[src/rtl/core/sha256ms_pkg.sv]
// Shared types, constants and sigma functions for the SHA-256 message schedule block.
package sha256ms_pkg;

	localparam int unsigned WordW    = 32;
	localparam int unsigned ByteW    = 8;
	localparam int unsigned IdxW     = 6;
	localparam int unsigned WinDepth = 16;
	localparam int unsigned OutDataW = 40;

	localparam logic [IdxW-1:0] LastPos  = 6'd63;
	localparam logic [IdxW-1:0] FirstExp = 6'd16;
	localparam logic [IdxW-1:0] LastIdx  = 6'd63;

	typedef struct packed {
		logic            byte_en;
		logic            word_en;
		logic            exp_en;
		logic [IdxW-1:0] idx;
	} sms_cmd_t;

	typedef struct packed {
		logic out_free;
	} sms_stat_t;

	function automatic logic [WordW-1:0] sigma0(input logic [WordW-1:0] x);
		sigma0 = {x[6:0], x[31:7]} ^ {x[17:0], x[31:18]} ^ (x >> 3);
	endfunction

	function automatic logic [WordW-1:0] sigma1(input logic [WordW-1:0] x);
		sigma1 = {x[16:0], x[31:17]} ^ {x[18:0], x[31:19]} ^ (x >> 10);
	endfunction

endpackage

[src/rtl/core/sha256_message_schedule_top.sv]
// Top level of the SHA-256 message schedule expansion block.
// Bytes of padded 64-byte blocks arrive one per beat on the slave stream; each
// fourth byte completes a big-endian word, sent out as W[0]..W[15] with its
// index. The beat carrying byte 63 yields W[15], after which the block runs an
// expansion burst emitting W[16]..W[63], one word per cycle while the master
// side does not stall, through a single schedule adder, with tlast on W[63];
// no bytes are taken during the burst. A single output register sits between
// the two sides, so a byte is taken while an earlier word is being handed over.
module sha256_message_schedule_top (
	input  logic        clk,
	input  logic        arst_n,
	input  logic        s_tvalid,
	output logic        s_tready,
	input  logic [7:0]  s_tdata,   // [7:0] data_byte
	output logic        m_tvalid,
	input  logic        m_tready,
	output logic [39:0] m_tdata,   // [31:0] sched_word, [37:32] word_index, [39:38] zero
	output logic        m_tlast    // block_done
);
	import sha256ms_pkg::*;

	sms_cmd_t  cmd;
	sms_stat_t stat;

	sha256ms_ctrl u_ctrl (
		.clk      (clk),
		.arst_n   (arst_n),
		.s_tvalid (s_tvalid),
		.s_tready (s_tready),
		.stat     (stat),
		.cmd      (cmd)
	);

	sha256ms_dp u_dp (
		.clk       (clk),
		.arst_n    (arst_n),
		.data_byte (s_tdata),
		.cmd       (cmd),
		.stat      (stat),
		.m_tvalid  (m_tvalid),
		.m_tready  (m_tready),
		.m_tdata   (m_tdata),
		.m_tlast   (m_tlast)
	);

	a_no_overlap: assert property (@(posedge clk) disable iff (!arst_n)
		!(cmd.exp_en && (cmd.word_en || cmd.byte_en)))
		else $error("expansion overlaps byte intake");

	a_last_idx: assert property (@(posedge clk) disable iff (!arst_n)
		m_tvalid && m_tlast |-> m_tdata[37:32] == LastIdx)
		else $error("tlast on a word other than the last of the block");

	a_burst_blocks: assert property (@(posedge clk) disable iff (!arst_n)
		cmd.word_en && cmd.idx == 6'd15 |=> !s_tready)
		else $error("byte intake open at start of expansion burst");

endmodule

[src/rtl/core/sha256ms_ctrl.sv]
// Controller: byte position, expansion counter and phase state machine.
module sha256ms_ctrl (
	input  logic                   clk,
	input  logic                   arst_n,
	input  logic                   s_tvalid,
	output logic                   s_tready,
	input  sha256ms_pkg::sms_stat_t stat,
	output sha256ms_pkg::sms_cmd_t  cmd
);
	import sha256ms_pkg::*;

	typedef enum logic {
		ST_BYTES,
		ST_EXPAND
	} state_t;

	state_t          state_q;
	logic [IdxW-1:0] pos_q;
	logic [IdxW-1:0] exp_idx_q;
	logic            accept;

	assign s_tready = (state_q == ST_BYTES) && stat.out_free;
	assign accept   = s_tvalid && s_tready;

	always_comb begin
		cmd.byte_en = accept && (pos_q[1:0] != 2'b11);
		cmd.word_en = accept && (pos_q[1:0] == 2'b11);
		cmd.exp_en  = (state_q == ST_EXPAND) && stat.out_free;
		cmd.idx     = (state_q == ST_EXPAND) ? exp_idx_q : {2'b00, pos_q[5:2]};
	end

	always_ff @(posedge clk or negedge arst_n) begin
		if (!arst_n) begin
			state_q   <= ST_BYTES;
			pos_q     <= '0;
			exp_idx_q <= FirstExp;
		end else begin
			case (state_q)
				ST_BYTES: begin
					if (accept) begin
						pos_q <= pos_q + 6'd1;
						// last byte of the block: start the expansion burst
						if (pos_q == LastPos) begin
							state_q   <= ST_EXPAND;
							exp_idx_q <= FirstExp;
						end
					end
				end
				ST_EXPAND: begin
					if (cmd.exp_en) begin
						exp_idx_q <= exp_idx_q + 6'd1;
						if (exp_idx_q == LastIdx) begin
							state_q <= ST_BYTES;
						end
					end
				end
				default: state_q <= ST_BYTES;
			endcase
		end
	end

endmodule

[src/rtl/core/sha256ms_dp.sv]
// Datapath: byte packing, 16-word shift window, schedule adder and output register.
module sha256ms_dp (
	input  logic                                clk,
	input  logic                                arst_n,
	input  logic [sha256ms_pkg::ByteW-1:0]      data_byte,
	input  sha256ms_pkg::sms_cmd_t              cmd,
	output sha256ms_pkg::sms_stat_t             stat,
	output logic                                m_tvalid,
	input  logic                                m_tready,
	output logic [sha256ms_pkg::OutDataW-1:0]   m_tdata,
	output logic                                m_tlast
);
	import sha256ms_pkg::*;

	logic [23:0]      partial_q;
	logic [WordW-1:0] win_q [WinDepth];
	logic [WordW-1:0] exp_word;
	logic [WordW-1:0] new_word;
	logic             push;
	logic             out_valid_q;
	logic [WordW-1:0] out_word_q;
	logic [IdxW-1:0]  out_idx_q;
	logic             out_last_q;

	// window tap k holds W[i-1-k] for the word i being formed
	assign exp_word = sigma1(win_q[1]) + win_q[6] + sigma0(win_q[14]) + win_q[15];
	assign new_word = cmd.word_en ? {partial_q, data_byte} : exp_word;
	assign push     = cmd.word_en || cmd.exp_en;

	assign stat.out_free = !out_valid_q || m_tready;

	always_ff @(posedge clk) begin
		if (cmd.byte_en) begin
			partial_q <= {partial_q[15:0], data_byte};
		end
		if (push) begin
			win_q[0] <= new_word;
			for (int k = 1; k < WinDepth; k++) begin
				win_q[k] <= win_q[k-1];
			end
			out_word_q <= new_word;
			out_idx_q  <= cmd.idx;
			out_last_q <= (cmd.idx == LastIdx);
		end
	end

	always_ff @(posedge clk or negedge arst_n) begin
		if (!arst_n) begin
			out_valid_q <= 1'b0;
		end else if (push) begin
			out_valid_q <= 1'b1;
		end else if (m_tready) begin
			out_valid_q <= 1'b0;
		end
	end

	assign m_tvalid = out_valid_q;
	assign m_tdata  = {2'b00, out_idx_q, out_word_q};
	assign m_tlast  = out_last_q;

endmodule
[config.mk]
export PLATFORM = sky130hd
export DESIGN_NAME = sha256_message_schedule_top
export DESIGN_NICKNAME = d
export VERILOG_FILES = /design/src/rtl/core/sha256ms_pkg.sv /design/src/rtl/core/sha256_message_schedule_top.sv /design/src/rtl/core/sha256ms_ctrl.sv /design/src/rtl/core/sha256ms_dp.sv
export SDC_FILE = /design/constraint.sdc
export NUM_CORES = 1
export LEC_CHECK = 0
export ABC_AREA = 1
export BUFFER_PORTS_ARGS = -buffer_cell sky130_fd_sc_hd__buf_2
export CAP_MARGIN = 20
export CORE_AREA = 2 2 268 191
export DETAILED_ROUTE_END_ITERATION = 12
export DIE_AREA = 0 0 270 193
export PLACE_DENSITY_LB_ADDON = 0.08
export SETUP_SLACK_MARGIN = 0.4
export SLEW_MARGIN = 20
export SYNTH_ARGS = -nofsm -noshare
export SYNTH_HDL_FRONTEND = slang
export SYNTH_HIERARCHICAL = 1
export SYNTH_SLANG_ARGS = --single-unit
[constraint.sdc]
create_clock -name clk -period 16.35 [get_ports clk]
set_clock_uncertainty 0.2 [all_clocks]
set_input_delay 1.635 -clock clk [delete_from_list [all_inputs] [get_ports clk]]
set_output_delay 1.635 -clock clk [all_outputs]
set_load 0.05 [all_outputs]
==> out/metrics.cfg <==
[critical_path]
cp_max_fo = 178
cpPeakStageDelay_ns = 0.74
slowest_stage = buf_4
path_class = input pin to flop
reg2reg_from = u_dp/win_q[1][210]
critPathArrivalTime_ns = 4.76
r2r-end = u_dp/out_word_q[13]
worstPathRequired_ns = 16.35
crit_path_start = m_tready
startpoint_type = input pin
endpoint_kind = flop
path_cells = buf_2 > inv_1 > nand2_1 > nand2_1 > inv_1 > nor2_1 > inv_8 > buf_4 > buf_12
reg2reg_slack_ns = 11.91
reg2reg_depth = 15

[clock_tree]
ctsHoldBuffers = 0
h-tree-depth = 2
post-cts-setup-buffers = 0
cts_buffers = 53
cts-root-buf = clkbuf_16
clk_pin_slew_ns = 0.06
clock_latency_ns = 0.59
ctsResizeCount = 0
cts_tree = built
clock_path_buffers = 3
cts.sinks = 557

[timing]
fin_crit_sh_pct = 29.13
hold_viol_final = 0
fmax_mhz = 209.9
timing.final.ws_setup_ns = 11.59
final-setup-viol-count = 0
slew_viol_final = 0
finalSetupTns_ns = 0
hold_ws_ns = 0.2114
slew-limit-headroom_pct = 29.41
rsz0062_at_grt = false
worst_pin_slew_ns = 1.059
layout_min_cycle_time_ns = 4.763

[hold_path]
hold_path_end = u_dp/win_q[0][128]
min-delay-path-class = flop to flop
holdPathStages = 0
hold_start = u_dp/win_q[0][96]

[place]
io_buffer_count = 52
dp_slack_ns = 10.96
place.gp.congestion = 0.8792
place_hpwl_mm = 34.15

[job]
cap_violations = 0

[floorplanning]
start_util_pct = 46.18
die_h_um = 193
num_rows = 69
io_pins = 55
core_region_area_mm2 = 0.04981
die_area_mm2 = 0.05211
die_x_um = 270

[global_routing]
grt_pass1_wl_mm = 70.72
antenna_found_initial = 1
grt_overflow = 0
grt_max_degree = 179
grt_pass1_vias = 11100
grtUsageTotal_pct = 18.81

[drt]
drtAntennaViolNets = 0
post_drt_wl_per_cell_um = 19.94
drt_wl_total_mm = 47.78
drt_iter0_drc = 1156
vias_per_cell = 4.775
vias = 11440
drc = 0
dr.pass1.iters = 5

[synth]
synth.distinct_cells = 38
synth_top_area_cell = edfxtp_1
synthArstFlopShare_pct = 2.513
ys_top_cells_by_area = edfxtp_1 71%, fa_1 5.4%, nand2_1 5.0%
synth.cell_area_mm2 = 0.02300
synth_area_per_cell_um2 = 14.31
ys_seq_elements = 557
ys_seq_area_share_pct = 72.42
synth_top_area_share_pct = 70.89
yosysMostFrequentCell = edfxtp_1
yosysWarningCount = 6
synth_cells = 1607
synth_edf_count = 543
synth_ff_type = edfxtp_1
synth_common_cells = 543 x edfxtp_1, 306 x nand2_1, 282 x inv_1

[run_status]
status = complete, no violations

[final_layout]
n_antenna_cell = 0
final_core_util_pct = 51.17
nets = 1786
final_layout_size_suffix_gt1_share_pct = 10.16
area_delta_synth_final_pct = 10.82

## metrics by stage
stage / instance area (µm²) / instances
5_1_grt: 25490 / 2396
3_5_place_dp: 23890 / 2298
4_1_cts: 25490 / 2396
2_1_floorplan: 23010 / 1608
6_report: 25490 / 2396
3_3_place_gp: 23890 / 2298
## cells by family after synthesis
logic type	synth area share (%)
AND/OR/NAND/NOR	8.268
AO/OA/AOI/OAI	0.9955
adder cells (fa/ha/maj)	7.191
flip-flops	72.42
multiplexers	0.04895
other	0.01630
buffers and inverters	6.076
XOR/XNOR	4.988
## worst max-delay path, delay by kind of cell
| kind | cells | cell delay (ns) |
|---|---|---|
| buffers and inverters | 6 | 2.32 |
| AND/OR/NAND/NOR | 3 | 0.48 |
## layout make-up
type                            count  area (µm²)
Fill cell                        4321       24320
Sequential cell                   557       16660
Multi-Input combinational cell    717        4961
Clock buffer                       66        1396
Tap cell                          674       843.3
Clock inverter                     32       205.2
Inverter                          292        1111
Timing Repair Buffer               58       317.8
## how the worst max path moves through the flow
stage,endpoint,slack (ns),cells after the start
2_1_floorplan,u_dp/m_tlast,2.60,8
3_3_place_gp,u_dp/win_q[1][159],11.00,9
3_5_place_dp,u_dp/win_q[1][95],10.96,9
4_1_cts,u_dp/win_q[1][143],11.60,9
5_1_grt,u_dp/win_q[0][254],11.30,9
6_report,u_dp/win_q[1][216],11.59,9
## routing by layer
layer  vias up  GRT usage, %  routed length [µm]
li1       5418             -                   -
met1      5673         29.31               23590
met2       296         26.28               19770
met3        55         5.028                3682
met4         0         4.252                 733
met5         -             0                   0
## cell usage in the layout, fill, tap and decap left out, drive strengths merged, types with 3 or more instances in the layout
master	count
edfxtp	543
nand2	313
inv	294
xnor2	81
clkbuf	66
fa	62
buf	58
nand3	56
xor2	50
nor2	48
ha	33
clkinv	26
a21oi	22
o21ai	17
dfrtp	13
or2	8
nand4	7
nor3	7
nand3b	4
clkinvlp	3
o21bai	3
## registers in the layout (all words and copies together), names as in the netlist
| name | flops |
|---|---|
| u_ctrl/exp_idx_q | 6 |
| u_ctrl/pos_q | 6 |
| u_ctrl/state_q | 1 |
| u_dp/m_tlast | 1 |
| u_dp/m_tvalid | 1 |
| u_dp/out_idx_q | 6 |
| u_dp/out_word_q | 31 |
| u_dp/partial_q | 24 |
| u_dp/win_q | 481 |
Power is not shown: default switching activity piles up to over one toggle a cycle in this logic, so the estimate is an artifact.
